### config.mk
export PLATFORM = sky130hd
export DESIGN_NAME = base58_decoder_flat
export DESIGN_NICKNAME = d
export VERILOG_FILES = /design/src/sv/b58_pkg.sv /design/src/sv/b58_in_if.sv /design/src/sv/b58_out_if.sv /design/src/sv/b58_ram.sv /design/src/sv/b58_seq.sv /design/src/sv/b58_dp.sv /design/src/sv/base58_decoder.sv /design/src/flat_wrapper.sv
export VERILOG_INCLUDE_DIRS = /design/src /design/src/sv
export SDC_FILE = /design/constraint.sdc
export NUM_CORES = 1
export LEC_CHECK = 0
export ABC_CLOCK_PERIOD_IN_PS = 7190
export BUFFER_PORTS_ARGS = -buffer_cell sky130_fd_sc_hd__buf_2
export CAP_MARGIN = 30
export CORE_ASPECT_RATIO = 0.5
export CORE_MARGIN = 4
export CORE_UTILIZATION = 55
export DETAILED_ROUTE_END_ITERATION = 6
export GPL_TIMING_DRIVEN = 0
export HOLD_SLACK_MARGIN = 0.02
export PLACE_DENSITY = 0.75
export SLEW_MARGIN = 25
export SYNTH_ARGS = -nofsm -noshare
export SYNTH_HDL_FRONTEND = slang
export SYNTH_SLANG_ARGS = --single-unit
### constraint.sdc
create_clock -name clk -period 7.19 [get_ports clk]
set_input_delay 0.719 -clock clk [delete_from_list [all_inputs] [get_ports clk]]
set_output_delay 0.719 -clock clk [all_outputs]
set_load 0.02 [all_outputs]
### src/sv/base58_decoder_assert.svh
// ----------------------------------------------------------------------------
// Base58 decoder assertion macros
// Concurrent assertion shorthands for the decoder, clocked on clk and
// disabled while arst_n is low.
// ----------------------------------------------------------------------------
`ifndef BASE58_DECODER_ASSERT_SVH
`define BASE58_DECODER_ASSERT_SVH

// Consequent checked in the same cycle as the antecedent.
`define B58_ASSERT_SAME(lbl, ante, cons, msg) \
	lbl: assert property (@(posedge clk) disable iff (!arst_n) (ante) |-> (cons)) \
		else $error(msg);

// Consequent checked in the cycle after the antecedent.
`define B58_ASSERT_NEXT(lbl, ante, cons, msg) \
	lbl: assert property (@(posedge clk) disable iff (!arst_n) (ante) |=> (cons)) \
		else $error(msg);

`endif

### src/sv/b58_pkg.sv
// ----------------------------------------------------------------------------
// Base58 decoder package
// Sizes, character constants, control-word encoding, the microprogram and
// the alphabet lookup shared by the decoder modules.
// ----------------------------------------------------------------------------
package b58_pkg;

	localparam int MAX_OUT     = 64;
	localparam int STORE_DEPTH = 64;
	localparam int ADDR_W      = $clog2(STORE_DEPTH);
	localparam int LEN_W       = 7;
	localparam int CARRY_W     = 6;
	localparam int PROD_W      = 14;
	localparam int RADIX       = 58;

	typedef logic [ADDR_W-1:0] addr_t;
	typedef logic [LEN_W-1:0]  len_t;

	localparam logic [LEN_W:0] MAX_TOTAL  = (LEN_W+1)'(MAX_OUT);
	localparam logic [7:0]     CHAR_ONE   = 8'h31;
	localparam logic [7:0]     HIGH_BIT   = 8'h80;
	localparam logic [7:0]     DIGIT_NONE = 8'hFF;

	typedef logic [3:0] op_t;
	localparam op_t OP_NONE  = 4'd0;
	localparam op_t OP_LOAD  = 4'd1;
	localparam op_t OP_CHAR  = 4'd2;
	localparam op_t OP_MUL   = 4'd3;
	localparam op_t OP_GROW  = 4'd4;
	localparam op_t OP_EMITZ = 4'd5;
	localparam op_t OP_BSET  = 4'd6;
	localparam op_t OP_EMITB = 4'd7;
	localparam op_t OP_CLEAR = 4'd8;
	localparam op_t OP_ERR   = 4'd9;

	typedef logic [1:0] wsel_t;
	localparam wsel_t W_NONE    = 2'd0;
	localparam wsel_t W_NOIN    = 2'd1;
	localparam wsel_t W_OUTBUSY = 2'd2;

	typedef logic [3:0] csel_t;
	localparam csel_t C_NEVER  = 4'd0;
	localparam csel_t C_ALWAYS = 4'd1;
	localparam csel_t C_NODIG  = 4'd2;
	localparam csel_t C_MORE   = 4'd3;
	localparam csel_t C_NOFIN  = 4'd4;
	localparam csel_t C_BAD    = 4'd5;
	localparam csel_t C_ZPZERO = 4'd6;
	localparam csel_t C_ZMORE  = 4'd7;
	localparam csel_t C_BMORE  = 4'd8;

	typedef logic [3:0] step_t;
	localparam step_t STEP_IDLE  = 4'd0;
	localparam step_t STEP_CHAR  = 4'd1;
	localparam step_t STEP_MUL   = 4'd2;
	localparam step_t STEP_GROW  = 4'd3;
	localparam step_t STEP_FIN   = 4'd4;
	localparam step_t STEP_BAD   = 4'd5;
	localparam step_t STEP_ZCHK  = 4'd6;
	localparam step_t STEP_EMITZ = 4'd7;
	localparam step_t STEP_BSET  = 4'd8;
	localparam step_t STEP_EMITB = 4'd9;
	localparam step_t STEP_CLEAR = 4'd10;
	localparam step_t STEP_ERR   = 4'd11;

	typedef struct packed {
		op_t   op;
		wsel_t wsel;
		csel_t csel;
		step_t target;
	} uword_t;

	typedef struct packed {
		logic in_valid;
		logic out_busy;
		logic nodig;
		logic more;
		logic nofin;
		logic bad;
		logic zp_zero;
		logic zmore;
		logic bmore;
	} stat_t;

	function automatic uword_t ucode(input step_t pc);
		uword_t w;
		case (pc)
			STEP_IDLE:  w = '{OP_LOAD,  W_NOIN,    C_NEVER,  STEP_IDLE};
			STEP_CHAR:  w = '{OP_CHAR,  W_NONE,    C_NODIG,  STEP_FIN};
			STEP_MUL:   w = '{OP_MUL,   W_NONE,    C_MORE,   STEP_MUL};
			STEP_GROW:  w = '{OP_GROW,  W_NONE,    C_NEVER,  STEP_IDLE};
			STEP_FIN:   w = '{OP_NONE,  W_NONE,    C_NOFIN,  STEP_IDLE};
			STEP_BAD:   w = '{OP_NONE,  W_NONE,    C_BAD,    STEP_ERR};
			STEP_ZCHK:  w = '{OP_NONE,  W_NONE,    C_ZPZERO, STEP_BSET};
			STEP_EMITZ: w = '{OP_EMITZ, W_OUTBUSY, C_ZMORE,  STEP_EMITZ};
			STEP_BSET:  w = '{OP_BSET,  W_NONE,    C_NEVER,  STEP_IDLE};
			STEP_EMITB: w = '{OP_EMITB, W_OUTBUSY, C_BMORE,  STEP_EMITB};
			STEP_CLEAR: w = '{OP_CLEAR, W_NONE,    C_ALWAYS, STEP_IDLE};
			STEP_ERR:   w = '{OP_ERR,   W_OUTBUSY, C_ALWAYS, STEP_CLEAR};
			default:    w = '{OP_NONE,  W_NONE,    C_ALWAYS, STEP_IDLE};
		endcase
		return w;
	endfunction

	function automatic logic [7:0] digit_of(input logic [7:0] c);
		logic [7:0] d;
		if (c >= 8'h31 && c <= 8'h39) begin
			d = c - 8'h31;
		end else if (c >= 8'h41 && c <= 8'h48) begin
			d = c - 8'h41 + 8'd9;
		end else if (c >= 8'h4A && c <= 8'h4E) begin
			d = c - 8'h4A + 8'd17;
		end else if (c >= 8'h50 && c <= 8'h5A) begin
			d = c - 8'h50 + 8'd22;
		end else if (c >= 8'h61 && c <= 8'h6B) begin
			d = c - 8'h61 + 8'd33;
		end else if (c >= 8'h6D && c <= 8'h7A) begin
			d = c - 8'h6D + 8'd44;
		end else begin
			d = DIGIT_NONE;
		end
		return d;
	endfunction

endpackage

### src/sv/b58_in_if.sv
// ----------------------------------------------------------------------------
// Base58 character channel
// Valid/ready channel carrying one text character per transaction.
// ----------------------------------------------------------------------------
interface b58_in_if;
	logic       valid;
	logic       ready;
	logic [7:0] text_char;
	logic       has_char;
	logic       end_of_text;

	modport source(output valid, text_char, has_char, end_of_text, input ready);
	modport sink(input valid, text_char, has_char, end_of_text, output ready);
endinterface

### src/sv/b58_out_if.sv
// ----------------------------------------------------------------------------
// Base58 byte channel
// Valid/ready channel carrying one decoded byte or one error per transaction.
// ----------------------------------------------------------------------------
interface b58_out_if;
	logic       valid;
	logic       ready;
	logic [7:0] out_byte;
	logic       last_byte;
	logic       decode_error;

	modport source(output valid, out_byte, last_byte, decode_error, input ready);
	modport sink(input valid, out_byte, last_byte, decode_error, output ready);
endinterface

### src/sv/b58_ram.sv
// ----------------------------------------------------------------------------
// Generic simple dual-port RAM
// One write port and one read port with registered read data.
// ----------------------------------------------------------------------------
module b58_ram #(
	parameter int WIDTH = 8,
	parameter int DEPTH = 64
) (
	input  logic                     clk,
	input  logic                     we,
	input  logic [$clog2(DEPTH)-1:0] waddr,
	input  logic [WIDTH-1:0]         wdata,
	input  logic [$clog2(DEPTH)-1:0] raddr,
	output logic [WIDTH-1:0]         rdata
);

	logic [WIDTH-1:0] mem [DEPTH];

	always_ff @(posedge clk) begin
		if (we) begin
			mem[waddr] <= wdata;
		end
		rdata <= mem[raddr];
	end

endmodule

### src/sv/b58_seq.sv
// ----------------------------------------------------------------------------
// Base58 decoder sequencer
// Step counter over the microprogram table, with stall and jump selection.
// ----------------------------------------------------------------------------
module b58_seq import b58_pkg::*; (
	input  logic   clk,
	input  logic   arst_n,
	input  stat_t  st,
	output uword_t uw,
	output logic   go
);

	step_t pc_q;
	logic  stall;
	logic  take;

	assign uw = ucode(pc_q);

	always_comb begin
		case (uw.wsel)
			W_NOIN:    stall = !st.in_valid;
			W_OUTBUSY: stall = st.out_busy;
			default:   stall = 1'b0;
		endcase
	end

	always_comb begin
		case (uw.csel)
			C_ALWAYS: take = 1'b1;
			C_NODIG:  take = st.nodig;
			C_MORE:   take = st.more;
			C_NOFIN:  take = st.nofin;
			C_BAD:    take = st.bad;
			C_ZPZERO: take = st.zp_zero;
			C_ZMORE:  take = st.zmore;
			C_BMORE:  take = st.bmore;
			default:  take = 1'b0;
		endcase
	end

	assign go = !stall;

	always_ff @(posedge clk or negedge arst_n) begin
		if (!arst_n) begin
			pc_q <= STEP_IDLE;
		end else if (!stall) begin
			pc_q <= take ? uw.target : pc_q + step_t'(1);
		end
	end

endmodule

### src/sv/b58_dp.sv
// ----------------------------------------------------------------------------
// Base58 decoder datapath
// Character decode, multiply-by-58 carry over the byte store, prefix and
// length counters, and the output register.
// ----------------------------------------------------------------------------
module b58_dp import b58_pkg::*; (
	input  logic  clk,
	input  logic  arst_n,
	input  op_t   op,
	input  logic  go,
	output stat_t st,
	b58_in_if.sink    chars,
	b58_out_if.source bytes
);

	logic [7:0]         char_q;
	logic               has_q;
	logic               fin_q;
	len_t               zp_q;
	len_t               sl_q;
	logic               in_prefix_q;
	logic               bad_q;
	logic               fresh_q;
	logic [CARRY_W-1:0] carry_q;
	addr_t              j_q;
	logic               out_valid_q;
	logic [7:0]         out_byte_q;
	logic               out_last_q;
	logic               out_err_q;

	logic              ram_we;
	addr_t             ram_waddr;
	logic [7:0]        ram_wdata;
	addr_t             ram_raddr;
	logic [7:0]        rd_raw;
	logic [7:0]        rd;
	logic [7:0]        dig;
	logic              is_one;
	logic              char_bad;
	logic [LEN_W:0]    total_next;
	logic              overflow;
	logic [PROD_W-1:0] sum;
	logic              out_busy;
	logic              out_load;

	b58_ram #(.WIDTH(8), .DEPTH(STORE_DEPTH)) u_store (
		.clk   (clk),
		.we    (ram_we),
		.waddr (ram_waddr),
		.wdata (ram_wdata),
		.raddr (ram_raddr),
		.rdata (rd_raw)
	);

	// Entry zero reads as zero until the first write of each string.
	assign rd = (j_q == '0 && fresh_q) ? 8'h00 : rd_raw;

	assign dig        = digit_of(char_q);
	assign is_one     = in_prefix_q && (char_q == CHAR_ONE);
	assign char_bad   = ((char_q & HIGH_BIT) != 8'h00) || (dig == DIGIT_NONE);
	assign total_next = {1'b0, zp_q} + {1'b0, sl_q} + (LEN_W+1)'(1);
	assign overflow   = total_next > MAX_TOTAL;
	assign sum        = PROD_W'(rd) * PROD_W'(RADIX) + PROD_W'(carry_q);
	assign out_busy   = out_valid_q && !bytes.ready;
	assign out_load   = go && (op == OP_EMITZ || op == OP_EMITB || op == OP_ERR);

	always_comb begin
		ram_we    = 1'b0;
		ram_waddr = j_q;
		ram_wdata = sum[7:0];
		ram_raddr = '0;
		case (op)
			OP_MUL: begin
				ram_we    = 1'b1;
				ram_raddr = j_q + addr_t'(1);
			end
			OP_GROW: begin
				ram_we    = (carry_q != '0) && !overflow;
				ram_waddr = sl_q[ADDR_W-1:0];
				ram_wdata = 8'(carry_q);
			end
			OP_BSET: begin
				ram_raddr = addr_t'(sl_q - len_t'(1));
			end
			OP_EMITB: begin
				ram_raddr = go ? j_q - addr_t'(1) : j_q;
			end
			default: begin
				ram_raddr = '0;
			end
		endcase
	end

	assign st.in_valid = chars.valid;
	assign st.out_busy = out_busy;
	assign st.nodig    = !has_q || bad_q || is_one || char_bad;
	assign st.more     = (len_t'(j_q) + len_t'(1)) < sl_q;
	assign st.nofin    = !fin_q;
	assign st.bad      = bad_q;
	assign st.zp_zero  = (zp_q == '0);
	assign st.zmore    = (zp_q != len_t'(1));
	assign st.bmore    = (j_q != '0);

	assign chars.ready        = (op == OP_LOAD);
	assign bytes.valid        = out_valid_q;
	assign bytes.out_byte     = out_byte_q;
	assign bytes.last_byte    = out_last_q;
	assign bytes.decode_error = out_err_q;

	always_ff @(posedge clk or negedge arst_n) begin
		if (!arst_n) begin
			zp_q        <= '0;
			sl_q        <= len_t'(1);
			in_prefix_q <= 1'b1;
			bad_q       <= 1'b0;
			fresh_q     <= 1'b1;
			out_valid_q <= 1'b0;
		end else begin
			out_valid_q <= out_load || (out_valid_q && !bytes.ready);
			if (go) begin
				case (op)
					OP_CHAR: begin
						if (has_q && !bad_q) begin
							if (is_one) begin
								if (overflow) begin
									bad_q <= 1'b1;
								end else begin
									zp_q <= zp_q + len_t'(1);
								end
							end else begin
								in_prefix_q <= 1'b0;
								if (char_bad) begin
									bad_q <= 1'b1;
								end
							end
						end
					end
					OP_MUL: begin
						if (j_q == '0) begin
							fresh_q <= 1'b0;
						end
					end
					OP_GROW: begin
						if (carry_q != '0) begin
							if (overflow) begin
								bad_q <= 1'b1;
							end else begin
								sl_q <= sl_q + len_t'(1);
							end
						end
					end
					OP_EMITZ: begin
						zp_q <= zp_q - len_t'(1);
					end
					OP_CLEAR: begin
						zp_q        <= '0;
						sl_q        <= len_t'(1);
						in_prefix_q <= 1'b1;
						bad_q       <= 1'b0;
						fresh_q     <= 1'b1;
					end
					default: begin
						fresh_q <= fresh_q;
					end
				endcase
			end
		end
	end

	always_ff @(posedge clk) begin
		if (go) begin
			case (op)
				OP_LOAD: begin
					char_q <= chars.text_char;
					has_q  <= chars.has_char;
					fin_q  <= chars.end_of_text;
				end
				OP_CHAR: begin
					carry_q <= dig[CARRY_W-1:0];
					j_q     <= '0;
				end
				OP_MUL: begin
					carry_q <= sum[PROD_W-1:8];
					j_q     <= j_q + addr_t'(1);
				end
				OP_BSET: begin
					j_q <= addr_t'(sl_q - len_t'(1));
				end
				OP_EMITZ: begin
					out_byte_q <= 8'h00;
					out_last_q <= 1'b0;
					out_err_q  <= 1'b0;
				end
				OP_EMITB: begin
					out_byte_q <= rd;
					out_last_q <= (j_q == '0);
					out_err_q  <= 1'b0;
					j_q        <= j_q - addr_t'(1);
				end
				OP_ERR: begin
					out_byte_q <= 8'h00;
					out_last_q <= 1'b1;
					out_err_q  <= 1'b1;
				end
				default: begin
					j_q <= j_q;
				end
			endcase
		end
	end

endmodule

### src/sv/base58_decoder.sv
// ----------------------------------------------------------------------------
// Base58 decoder
// Decodes Bitcoin-alphabet Base58 text, one character per transaction, into
// bytes, most significant first.
// ----------------------------------------------------------------------------
// The decoder takes one character transaction at a time. A leading '1', a
// transaction without a character and a character that is bad or ignored
// each pass through the load, character and finish steps; any other
// character adds a multiply step for each of the N bytes decoded so far
// (1 to 64) and a grow step, because the multiply-by-58 carry walks the
// byte store one entry per cycle through its read and write ports. On the
// transaction that ends the string the decoder sends one byte per cycle
// while the receiver is ready (zero prefix, then the stored bytes) and
// takes no new character until the last byte of the string is in the
// output register; a bad string gives a single error transaction instead.
`include "base58_decoder_assert.svh"

module base58_decoder import b58_pkg::*; (
	input logic clk,
	input logic arst_n,
	b58_in_if.sink    chars,
	b58_out_if.source bytes
);

	stat_t  st;
	uword_t uw;
	logic   go;

	b58_seq u_seq (
		.clk    (clk),
		.arst_n (arst_n),
		.st     (st),
		.uw     (uw),
		.go     (go)
	);

	b58_dp u_dp (
		.clk    (clk),
		.arst_n (arst_n),
		.op     (uw.op),
		.go     (go),
		.st     (st),
		.chars  (chars),
		.bytes  (bytes)
	);

	`B58_ASSERT_NEXT(a_one_char_at_a_time, chars.valid && chars.ready, !chars.ready, "character accepted back to back")
	`B58_ASSERT_SAME(a_error_is_last, bytes.valid && bytes.decode_error, bytes.last_byte && bytes.out_byte == 8'h00, "error transaction malformed")
	`B58_ASSERT_NEXT(a_stall_holds_step, uw.wsel == W_OUTBUSY && st.out_busy, $stable(uw), "sequencer moved while output stalled")

endmodule

### src/flat_wrapper.sv
// flat-port wrapper written by rule: the top's interface ports become plain ports
module base58_decoder_flat import b58_pkg::*;
  (clk, arst_n, chars_valid, chars_text_char, chars_has_char, chars_end_of_text, chars_ready, bytes_valid, bytes_out_byte, bytes_last_byte, bytes_decode_error, bytes_ready);
  b58_in_if chars_i ();
  b58_out_if bytes_i ();
  input logic clk;
  input logic arst_n;
  input wire logic [$bits(chars_i.valid)-1:0] chars_valid;
  input wire logic [$bits(chars_i.text_char)-1:0] chars_text_char;
  input wire logic [$bits(chars_i.has_char)-1:0] chars_has_char;
  input wire logic [$bits(chars_i.end_of_text)-1:0] chars_end_of_text;
  output wire logic [$bits(chars_i.ready)-1:0] chars_ready;
  output wire logic [$bits(bytes_i.valid)-1:0] bytes_valid;
  output wire logic [$bits(bytes_i.out_byte)-1:0] bytes_out_byte;
  output wire logic [$bits(bytes_i.last_byte)-1:0] bytes_last_byte;
  output wire logic [$bits(bytes_i.decode_error)-1:0] bytes_decode_error;
  input wire logic [$bits(bytes_i.ready)-1:0] bytes_ready;
  assign chars_i.valid = chars_valid;
  assign chars_i.text_char = chars_text_char;
  assign chars_i.has_char = chars_has_char;
  assign chars_i.end_of_text = chars_end_of_text;
  assign chars_ready = chars_i.ready;
  assign bytes_valid = bytes_i.valid;
  assign bytes_out_byte = bytes_i.out_byte;
  assign bytes_last_byte = bytes_i.last_byte;
  assign bytes_decode_error = bytes_i.decode_error;
  assign bytes_i.ready = bytes_ready;
  base58_decoder u_core (.clk(clk), .arst_n(arst_n), .chars(chars_i), .bytes(bytes_i));
endmodule
# --- Word-level counts from Yosys, hierarchy flattened ---
# Memories as Yosys holds them, arrays and structs flattened. A register that Yosys moved wholly into a read port is not among the register bits.
# Cells that the tools add are included.
classes:
  addsub: 22
  mul: 1
  magnitude_cmp: 14
  eq_ne: 30
  muxes: 40
  bitwise_logic: 1
  reduce_logical: 53
ops:
  columns: ["op", "count"]
  rows:
  - ["2-to-1 mux 8 bit", 8]
  - [">= comparator 8 x 7 -> 1 bit (second input constant)", 5]
  - ["<= comparator 8 x 7 -> 1 bit (second input constant)", 5]
  - ["subtractor 8 x 7 -> 8 bit (second input constant)", 5]
  - ["2-to-1 mux 7 bit", 5]
  - ["equality test 4 x 3 -> 1 bit (second input constant)", 8]
  - ["case mux 6 bit (4 select lines)", 1]
  - ["case mux 7 bit (3 select lines)", 1]
  - ["case mux 6 bit (3 select lines)", 1]
  - ["adder 8 x 5 -> 8 bit (second input constant)", 2]
  - ["adder 8 x 6 -> 8 bit (second input constant)", 2]
  - ["equality test 4 x 2 -> 1 bit (second input constant)", 4]
  - ["case mux 8 bit (2 select lines)", 1]
  - ["adder 14 x 6 -> 14 bit", 1]
  - ["adder 7 x 1 -> 7 bit (second input constant)", 2]
  - ["!= test 2 bit (second input constant)", 7]
  - ["case mux 7 bit (2 select lines)", 1]
  - ["multiplier 8 x 5 -> 13 bit (second input constant)", 1]
  - ["equality test 4 bit (second input constant)", 3]
  - ["logical AND 1 bit", 12]
  - ["2-to-1 mux 6 bit", 2]
  - ["case mux 6 bit (2 select lines)", 1]
  - ["AND reduction 2 bit", 6]
  - ["nonzero test 2 bit", 6]
  - ["other kinds (37)", 71]
word_totals:
  regBits: 54
  ramBits: 512
  rom_bits: 224
  input_bits: 14
  output_inout_bits: 12
  word_cells: 178
  mem_count: 2
memory_table:
  columns: ["name", "words", "width", "read_ports", "rd_ports_with_merged_regs", "write_ports", "line_no", "text"]
  rows:
  - ["u_core.u_dp.u_store.mem", 64, 8, 1, 1, 1, "b58_ram.sv:17", "logic [WIDTH-1:0] mem [DEPTH];"]
  - ["(no name shown)", 16, 14, 1, 0, 0, "b58_pkg.sv:87", "case (pc)"]

# --- Depth between registers and ports, before layout ---
# Gate-level depths: netlist of the first run.
depth:
  depth_word: 14
  mapped_depth: 23
  depth_no_buf: 21

# --- Hierarchy ---
# From an unflattened synthesis of the first run, not the netlist that was laid out.
unflattened:
  cells_unflattened: 1732
  area_unflattened_um2: 26693.1
by_module_without_submodules:
  columns: ["mod", "n_inst", "cells_per_inst", "area_each_um2", "seq_area_each_um2"]
  rows:
  - ["b58_ram", 1, 940, 20166.8, 15534.9]
  - ["b58_dp", 1, 707, 5844.4, 1415.1]
  - ["b58_seq", 1, 85, 681.9, 100.1]

# --- Least setup slack after synthesis of the first run ---
# OpenSTA, ideal clock, no wires.
synth_path:
  path_kind: "register -> register"
  start: "reg u_core.u_dp.j_q[0]"
  end: "mem u_core.u_dp.u_store.mem[0][5], data pin"
  setup_ns: 0.549
  arrival_ns: 5.059
  t_required_ns: 6.641
  path_slack_ns: 1.583
  path_stages_with_launch: 15
  n_path_buf: 2
  synth_period_minus_slack_ns: 5.607
  path_cell_list: "edfxtp_1 -> clkbuf_1 -> inv_1 -> ha_1 -> and3_1 -> and2_1 -> clkbuf_1 -> nor2_1 -> ha_1 -> ha_1 -> ha_1 -> fa_1 -> ha_1 -> xor2_1 -> a21oi_1"
synth_via:
  elab_chain_cells: 6
synth_rtl:
  columns: ["item", "line_no", "text"]
  rows:
  - ["start, declared", "b58_dp.sv:25", "addr_t j_q;"]
  - ["start signal, assigned", "b58_dp.sv:184", "j_q <= j_q + addr_t'(1);"]
  - ["start signal, assigned", "b58_dp.sv:187", "j_q <= addr_t'(sl_q - len_t'(1));"]
  - ["start signal, assigned", "b58_dp.sv:198", "j_q <= j_q - addr_t'(1);"]
  - ["zero test 6 bit", "b58_dp.sv:56", "assign rd = (j_q == '0 && fresh_q) ? 8'h00 : rd_raw;"]
  - ["logical AND 1 bit", "b58_dp.sv:56", null]
  - ["2-to-1 mux 8 bit", "b58_dp.sv:56", null]
  - ["multiplier 8 x 5 -> 13 bit", "b58_dp.sv:63", "assign sum = PROD_W'(rd) * PROD_W'(RADIX) + PROD_W'(carry_q);"]
  - ["adder 14 x 6 -> 14 bit", "b58_dp.sv:63", null]
  - ["2-to-1 mux 8 bit", "b58_dp.sv:72", "case (op)"]
  - ["net u_core.u_dp.ram_wdata[5]", "b58_dp.sv:33", "logic [7:0] ram_wdata;"]
  - ["end, declared", "b58_ram.sv:17", null]
# The timed path passes the listed nets, and every way through them passes these cells.

# --- Worst setup path in the final report of the first run ---
layout_path:
  start: "reg u_core.u_seq.pc_q[2]"
  end: "reg u_core.u_dp.u_store.rdata[2], read port of u_core.u_dp.u_store.mem"
layout_via:
  elab_chain_cells: 5
  elab_cells_between_ends: 9
  cone_classes: "5 x eq/ne; 3 x mux; 1 x memory"
layout_rtl:
  columns: ["item", "line_no", "text"]
  rows:
  - ["start, declared", "b58_seq.sv:13", "step_t pc_q;"]
  - ["start signal, assigned", "b58_seq.sv:47", "pc_q <= take ? uw.target : pc_q + step_t'(1);"]
  - ["memory read (16 x 14 bit) (*)", null, null]
  - ["equality test 2 bit / equality test 2 x 1 -> 1 bit (equally long branches)", "b58_seq.sv:20", "case (uw.wsel)"]
  - ["case mux 1 bit (2 select lines)", "b58_seq.sv:20", null]
  - ["2-to-1 mux 6 bit", "b58_dp.sv:86", "ram_raddr = go ? j_q - addr_t'(1) : j_q;"]
  - ["case mux 6 bit (3 select lines) (*)", "b58_dp.sv:72", null]
  - ["end, declared", "b58_ram.sv:14", "output logic [WIDTH-1:0] rdata"]
# Every way passes the cells marked *; elsewhere a longest branch is shown, timed or not.
# A chain may end at the register's enable or synchronous reset.

==> results of run 1 <==
[worst max-delay path, delay by kind of cell, from the launching register on]
| kind | cells | cell delay [ns] |
|---|---|---|
| adders and majority gates | 1 | 0.19 |
| buffers and inverters | 5 | 2.14 |
| AOI/OAI and AO/OA | 4 | 1.99 |
| xor gates and xnor gates | 1 | 0.15 |
| muxes | 1 | 0.33 |
| DFF | 1 | 0.39 |
| and+or+nand+nor | 6 | 1.37 |
[stage by stage]
step                setup WS [ns]  setup TNS, ns
floorplan                    1.58              0
finish                      0.442              0
detailed placement          0.785              0
global route                0.313              0
CTS                         0.739              0
global placement            -2.13        -432.12
[cell type report]
cell class | instances | area (sq um)
fillers | 3721 | 18600
flip-flops and latches | 574 | 17100
multi-input cells | 1527 | 9690
clock buffers | 67 | 1370
well taps | 649 | 812
plain buffers | 135 | 539
repair buffers | 43 | 462
inverters | 77 | 289
clock inverters | 24 | 193
[cells by family after synthesis]
| logic type | count (synthesis) |
|---|---|
| mux | 97 |
| flops | 574 |
| xor+xnor | 51 |
| fa+ha+maj | 85 |
| compound gates | 424 |
| buf+inv | 212 |
| simple gates | 870 |
[synthesized netlist by cell type (16+ instances only)]
library cell               instances
sky130_fd_sc_hd__buf_1            18
sky130_fd_sc_hd__nor3_1           26
sky130_fd_sc_hd__o311ai_0         23
sky130_fd_sc_hd__inv_1            76
sky130_fd_sc_hd__o21ai_0          78
sky130_fd_sc_hd__xor2_1           17
sky130_fd_sc_hd__a311oi_1         40
sky130_fd_sc_hd__ha_1             76
sky130_fd_sc_hd__mux2_2           24
sky130_fd_sc_hd__nand2_1         431
sky130_fd_sc_hd__nand3_1          98
sky130_fd_sc_hd__a21oi_1          68
sky130_fd_sc_hd__dfrtp_1          19
sky130_fd_sc_hd__a311o_1          16
sky130_fd_sc_hd__a21o_1           19
sky130_fd_sc_hd__xnor2_1          34
sky130_fd_sc_hd__buf_2            20
sky130_fd_sc_hd__nor2_1          122
sky130_fd_sc_hd__clkbuf_1         96
sky130_fd_sc_hd__edfxtp_1        544
sky130_fd_sc_hd__mux2i_1          73
sky130_fd_sc_hd__and3_1           89
sky130_fd_sc_hd__a211oi_1         47
[registers in the layout, summed over array words and instances (netlist names), 4 cells and up]
register,cells
u_core.u_seq.pc_q,4
u_core.u_dp.carry_q,6
u_core.u_dp.u_store.mem,512
u_core.u_dp.bytes.out_byte,8
u_core.u_dp.char_q,8
u_core.u_dp.j_q,6
u_core.u_dp.u_store.rdata,8
u_core.u_dp.sl_q,7
u_core.u_dp.zp_q,7
[worst max path at each step]
stage / to / from
2_1_floorplan: u_core.u_dp.u_store.mem[0][5] / u_core.u_dp.j_q[0]
3_3_place_gp: u_core.u_dp.u_store.mem[37][3] / u_core.u_dp.j_q[3]
3_5_place_dp: u_core.u_dp.u_store.rdata[2] / u_core.u_seq.pc_q[2]
4_1_cts: u_core.u_dp.u_store.rdata[2] / u_core.u_seq.pc_q[2]
5_1_grt: u_core.u_dp.u_store.rdata[2] / u_core.u_seq.pc_q[2]
6_report: u_core.u_dp.u_store.rdata[2] / u_core.u_seq.pc_q[2]
[layer usage]
| metal | share of wire (%) | routed length [microns] |
|---|---|---|
| met4 | 4.0 | 3100 |
| met5 | 0.017 | 13 |
| met2 | 44 | 34100 |
| met1 | 39 | 30100 |
| met3 | 12 | 9530 |
==> impl_table.tex, run 1 <==
\begin{tabular}{lr}
\hline
Metric & Value \\
\hline
\multicolumn{2}{l}{\textbf{Floorplanning}} \\
Die width & 324 microns \\
Starting density of the core & 56.1\% \\
Die Span Y & 166 microns \\
Placeable core region & 0.0490 sq mm \\
Total I/O pin count & 26 \\
Total die area & 0.0539 sq mm \\
Num rows & 57 \\
\multicolumn{2}{l}{\textbf{STA}} \\
Final worst clock skew & 0.0430 ns \\
Maximum clock frequency & 148 MHz \\
Setup-violating endpoint count in the final report & 0 \\
Slew Viols, Final & 0 \\
Transition time of the tightest slew-check pin & 1.10 ns \\
RSZ-0062 raised after global routing & false \\
Shortest clock period the worst path allows after layout & 6.75 ns \\
Relative max-transition margin & 26.6\% \\
Post-route fraction of the period consumed by the critical path & 93.9\% \\
Worst slack on hold paths & 0.120 ns \\
Count of final hold-check violations & 0 \\
\multicolumn{2}{l}{\textbf{Critical path}} \\
Crit path largest cell delay & 0.77 ns \\
Type of element launching the critical path & flop \\
CP Cell Sequence & buf\_2 > buf\_1 > nor2\_1 > mux2\_2 > ha\_1 > nand3b\_1 > a21o\_1 > nand2\_1 > xor2\_1 > o21ai\_0 > clkbuf\_1 > buf\_2 > buf\_1 > nand2\_1 > and3\_1 > o311ai\_0 > o311ai\_0 > nor4\_1 \\
Critical Path End Type & flop \\
RR Endpoint & u\_core.u\_dp.u\_store.rdata[2] \\
Reg-to-reg setup timing slack & 0.44 ns \\
Largest fanout on the critical path & 10 \\
Crit Reg-Reg Startpoint & u\_core.u\_seq.pc\_q[2] \\
Max stage delay cell, worst path & sky130\_fd\_sc\_hd\_\_o311ai\_0 \\
Setup CP Type & flop to flop \\
Critical Path AT & 7.17 ns \\
Depth of the worst register-to-register path & 18 \\
WP data required & 7.61 ns \\
\multicolumn{2}{l}{\textbf{Clock network}} \\
Master cell of the clock root buffer & sky130\_fd\_sc\_hd\_\_clkbuf\_16 \\
Number of sinks driven by the clock tree & 574 \\
Clock-pin transition on the worst setup and hold timing paths & 0.07 ns \\
Maximum count of clock buffers along a single path & 3 \\
Number of buffers added by the clock tree synthesis step & 50 \\
Hold buffers post-CTS & 0 \\
Count of buffers added by post-CTS timing repair for setup & 0 \\
CTS tree & yes \\
Number of levels in the clock H-tree & 2 \\
Clock latency at the later pin of the worst-skew pair & 0.63 ns \\
Resize count post-CTS & 0 \\
\multicolumn{2}{l}{\textbf{Logic synthesis}} \\
Number of enable flip-flop cells after synthesis & 544 \\
Post-synthesis area per instance & 11.9 sq um \\
Share of synthesized area spent on multiplexers & 3.64\% \\
Number of distinct library cells after synthesis & 87 \\
Number of register bits inferred by synthesis & 574 \\
Warnings, synthesis & 0 \\
Post-synthesis adder-cell area fraction & 4.11\% \\
Synth Cell Area & 0.0275 sq mm \\
Top cell type's share of synthesized area & 59.4\% \\
Post-synthesis compound-gate area fraction & 11.1\% \\
Area fraction in and, or, nand and nor cells after synthesis & 14.5\% \\
Ys async rst share & 3.83\% \\
Mapped Cells & 2313 \\
Leading area contributor after synthesis & sky130\_fd\_sc\_hd\_\_edfxtp\_1 \\
Sequential fraction of the synthesis area & 62.0\% \\
Synthesized Nets & 2412 \\
Dominant combinational cell family by area after synthesis & simple AND/OR/NAND/NOR gates \\
Post-synthesis share of cell area spent on xor and xnor gates & 1.62\% \\
Largest cells by area after synthesis & sky130\_fd\_sc\_hd\_\_edfxtp\_1, sky130\_fd\_sc\_hd\_\_nand2\_1, sky130\_fd\_sc\_hd\_\_ha\_1, sky130\_fd\_sc\_hd\_\_mux2i\_1, sky130\_fd\_sc\_hd\_\_and3\_1 \\
Prevailing post-synth register cell & sky130\_fd\_sc\_hd\_\_edfxtp\_1 \\
\multicolumn{2}{l}{\textbf{Global route}} \\
Antenna violations before repair & 1 \\
Vias in the first global route & 18900 \\
Remaining global-route overflow & 0 \\
Total track usage & 28.0\% \\
Global Route met3 Usage & 7.77\% \\
GR Util met2 & 43.1\% \\
Wire length of the first global-routing pass & 114000 microns \\
Maximum number of pins on one net before global-route repair & 41 \\
Routing usage on met1 & 38.3\% \\
Global routing's busiest layer & met2 \\
\multicolumn{2}{l}{\textbf{Route}} \\
Mean routed wirelength per cell & 24.8 microns \\
Detailed-route DRC error count & 0 \\
First-pass detailed-route iteration total & 6 \\
Number of DRC violations after detailed-routing iteration 0 & 2962 \\
Mean number of vias per cell & 6.50 \\
Via Count & 20100 \\
Wire length reported by the detailed router & 76900 microns \\
DRT antenna net count & 0 \\
\multicolumn{2}{l}{\textbf{Layout}} \\
Most frequent standard cell in the layout excluding fill and tap cells & sky130\_fd\_sc\_hd\_\_edfxtp\_1 \\
NumNets Final & 2507 \\
Design Area, Final & 0.0304 sq mm \\
Final Instance Count excl. Fillers & 3096 \\
End-of-flow core utilization & 62.1\% \\
Antenna diode instance count & 0 \\
Area grow syn2layout & 10.6\% \\
Fraction of final layout cells sized beyond drive strength 1 & 8.05\% \\
Most frequent cells in the layout & sky130\_fd\_sc\_hd\_\_edfxtp\_1, sky130\_fd\_sc\_hd\_\_nand2\_1, sky130\_fd\_sc\_hd\_\_nor2\_1 \\
\multicolumn{2}{l}{\textbf{Placed design}} \\
Input/output buffers & 25 \\
Weighted congestion reported at the end of routability-driven placement & 0.989 \\
Placed cell areas & 0.0288 sq mm \\
Number of placed instances, taps included & 3005 \\
Dpl hpwl & 54200 microns \\
\multicolumn{2}{l}{\textbf{Flow run}} \\
Max Cap Viol & 0 \\
\multicolumn{2}{l}{\textbf{Hold path}} \\
Kind of path behind the tightest hold check & primary input to async pin \\
\multicolumn{2}{l}{\textbf{Run status}} \\
Result of the run & finished clean \\
\hline
\end{tabular}
Power of run 1 is not shown: default switching activity piles up to over one toggle a cycle in this logic, so the estimate is an artifact.
==> run 2, diff against run 1 <==
Settings changed: CTS_BUF_LIST set to sky130_fd_sc_hd__clkbuf_4 sky130_fd_sc_hd__clkbuf_8 sky130_fd_sc_hd__clkbuf_16.
==> impl_table.tex, run 2 (synthesis gave the netlist of run 1 again) <==
\begin{tabular}{lr}
\hline
Metric & Value \\
\hline
\multicolumn{2}{l}{\textbf{Run status}} \\
Result of the run & finished clean \\
\multicolumn{2}{l}{\textbf{Clock network}} \\
Number of levels in the clock H-tree & 2 (unchanged) \\
Resize count post-CTS & 0 (unchanged) \\
Maximum count of clock buffers along a single path & 3 (unchanged) \\
Number of buffers added by the clock tree synthesis step & 50 (unchanged) \\
Clock-pin transition on the worst setup and hold timing paths & 0.07 ns (about the same) \\
Hold buffers post-CTS & 0 (unchanged) \\
Master cell of the clock root buffer & sky130\_fd\_sc\_hd\_\_clkbuf\_16 \\
Number of sinks driven by the clock tree & 574 (unchanged) \\
Clock latency at the later pin of the worst-skew pair & 0.63 ns (about the same) \\
CTS tree & yes \\
Count of buffers added by post-CTS timing repair for setup & 0 (unchanged) \\
\multicolumn{2}{l}{\textbf{Critical path}} \\
Max stage delay cell, worst path & sky130\_fd\_sc\_hd\_\_o311ai\_0 \\
Largest fanout on the critical path & 10 (unchanged) \\
Critical Path End Type & flop \\
Critical Path AT & 7.13 ns (-0.04 ns) \\
Crit path largest cell delay & 0.78 ns (about the same) \\
CP Cell Sequence & buf\_2 > buf\_1 > nor2\_1 > mux2\_2 > ha\_1 > nand3b\_1 > a21o\_1 > nand2\_1 > xor2\_1 > o21ai\_0 > clkbuf\_1 > buf\_2 > buf\_1 > nand2\_1 > and3\_1 > o311ai\_0 > o311ai\_0 > nor4\_1 \\
Type of element launching the critical path & flop \\
WP data required & 7.62 ns (about the same) \\
Setup CP Type & flop to flop \\
\multicolumn{2}{l}{\textbf{Global route}} \\
Vias in the first global route & 18900 (+0.032\%) \\
Total track usage & 28.0\% (about the same) \\
Wire length of the first global-routing pass & 114000 microns (about the same) \\
Remaining global-route overflow & 0 (unchanged) \\
Maximum number of pins on one net before global-route repair & 41 (unchanged) \\
Antenna violations before repair & 1 (unchanged) \\
\multicolumn{2}{l}{\textbf{Floorplanning}} \\
Placeable core region & 0.0490 sq mm (unchanged) \\
Starting density of the core & 56.1\% (unchanged) \\
Num rows & 57 (unchanged) \\
Die Span Y & 166 microns (unchanged) \\
Total die area & 0.0539 sq mm (unchanged) \\
Die width & 324 microns (unchanged) \\
Total I/O pin count & 26 (unchanged) \\
\multicolumn{2}{l}{\textbf{Layout}} \\
Antenna diode instance count & 0 (unchanged) \\
Multi-input combinational cell area & 0.00969 sq mm (unchanged) \\
Fraction of final layout cells sized beyond drive strength 1 & 8.58\% (+0.53 points) \\
Most frequent cells in the layout & sky130\_fd\_sc\_hd\_\_edfxtp\_1, sky130\_fd\_sc\_hd\_\_nand2\_1, sky130\_fd\_sc\_hd\_\_nor2\_1 \\
Largest register by flop count & u\_core.u\_dp.u\_store.mem \\
Number of fill cells in the layout & 3711 (-0.27\%) \\
Area grow syn2layout & 10.7\% \\
Flip-flop count of the largest register after layout & 512 (unchanged) \\
NumNets Final & 2507 (unchanged) \\
Most frequent standard cell in the layout excluding fill and tap cells & sky130\_fd\_sc\_hd\_\_edfxtp\_1 \\
Sequential cell area & 0.0171 sq mm (unchanged) \\
\multicolumn{2}{l}{\textbf{Flow run}} \\
Max Cap Viol & 0 (unchanged) \\
\multicolumn{2}{l}{\textbf{Placed design}} \\
Dpl hpwl & 54200 microns (unchanged) \\
Input/output buffers & 25 (unchanged) \\
Weighted congestion reported at the end of routability-driven placement & 0.989 (unchanged) \\
Minimum setup slack after placement & 0.785 ns (unchanged) \\
\multicolumn{2}{l}{\textbf{Route}} \\
Via Count & 20000 (-0.72\%) \\
Number of DRC violations after detailed-routing iteration 0 & 3024 (+2.1\%) \\
Mean number of vias per cell & 6.45 (-0.72\%) \\
Wire length reported by the detailed router & 76800 microns (about the same) \\
First-pass detailed-route iteration total & 6 (unchanged) \\
Mean routed wirelength per cell & 24.8 microns (about the same) \\
DRT antenna net count & 0 (unchanged) \\
Detailed-route DRC error count & 0 (unchanged) \\
\multicolumn{2}{l}{\textbf{STA}} \\
Shortest clock period the worst path allows after layout & 6.69 ns (-0.0562 ns) \\
Slew Viols, Final & 0 (unchanged) \\
Setup slack of the critical path after layout & 0.498 ns (+0.0562 ns) \\
Transition time of the tightest slew-check pin & 1.12 ns (+0.0221 ns) \\
Post-route fraction of the period consumed by the critical path & 93.1\% (-0.78 points) \\
Count of final hold-check violations & 0 (unchanged) \\
Worst slack on hold paths & 0.116 ns (-0.00400 ns) \\
Setup-violating endpoint count in the final report & 0 (unchanged) \\
Maximum clock frequency & 149 MHz (+0.84\%) \\
Final worst clock skew & 0.0450 ns (+0.00193 ns) \\
Relative max-transition margin & 24.9\% (-1.7 points) \\
RSZ-0062 raised after global routing & false \\
\multicolumn{2}{l}{\textbf{Hold path}} \\
Kind of path behind the tightest hold check & primary input to async pin \\
\hline
\end{tabular}
## run 2: path summary, 6_finish.rpt
path,slack [ns],to,depth (start not counted),from
setup / recovery,0.50,u_core.u_dp.u_store.rdata[3],18,u_core.u_seq.pc_q[2]
setup reg to reg,0.50,u_core.u_dp.u_store.rdata[3],18,u_core.u_seq.pc_q[2]
hold / removal,0.12,u_core.u_dp.bytes.valid,1,arst_n
min in group clk,0.30,u_core.u_dp.char_q[1],1,chars_text_char[1]
hold reg to reg,0.47,u_core.u_dp.fresh_q,2,u_core.u_dp.fresh_q
max in group asynchronous,6.68,u_core.u_dp.zp_q[0],1,arst_n
## run 2: per-layer routing
metal / up-vias / share of wire [%] / track usage, % / wire [microns]
met2: 1262 / 45 / 43.1 / 34300
met3: 203 / 12 / 7.73 / 9200
met4: 2 / 3.9 / 10.2 / 3020
li1: 8783 / - / - / -
met5: - / 0.017 / 0 / 13
met1: 9721 / 39 / 38.4 / 30300
## run 2: layout make-up
type	instances	area share, %
Multi-Input combinational cell	1527	31.8
Clock inverter	24	0.633
Sequential cell	574	56.0
Tap cell	649	2.67
Buffer	135	1.77
Clock buffer	67	4.65
Inverter	77	0.949
Timing Repair Buffer	43	1.52
## run 2: metrics by stage
| step | setup TNS, ns | std cells | util, % | area, sq um |
|---|---|---|---|---|
| 2_1_floorplan | 0 | 2313 | - | 27500 |
| 3_3_place_gp | -432.12 | 2987 | 58.0 | 28400 |
| 3_5_place_dp | 0 | 3005 | 58.9 | 28800 |
| 4_1_cts | 0 | 3096 | 62.2 | 30500 |
| 5_1_grt | 0 | 3096 | 62.2 | 30500 |
| 6_report | 0 | 3096 | 62.2 | 30500 |
## run 2: worst max-delay path: cells and delay by family, from the launching register on
family,cells,cell delay (ns)
AOI/OAI and AO/OA,4,2.03
xor gates and xnor gates,1,0.15
adders and majority gates,1,0.19
buffers and inverters,5,2.17
DFF,1,0.39
muxes,1,0.33
and+or+nand+nor,6,1.27
Power of run 2 is left out for the same reason.
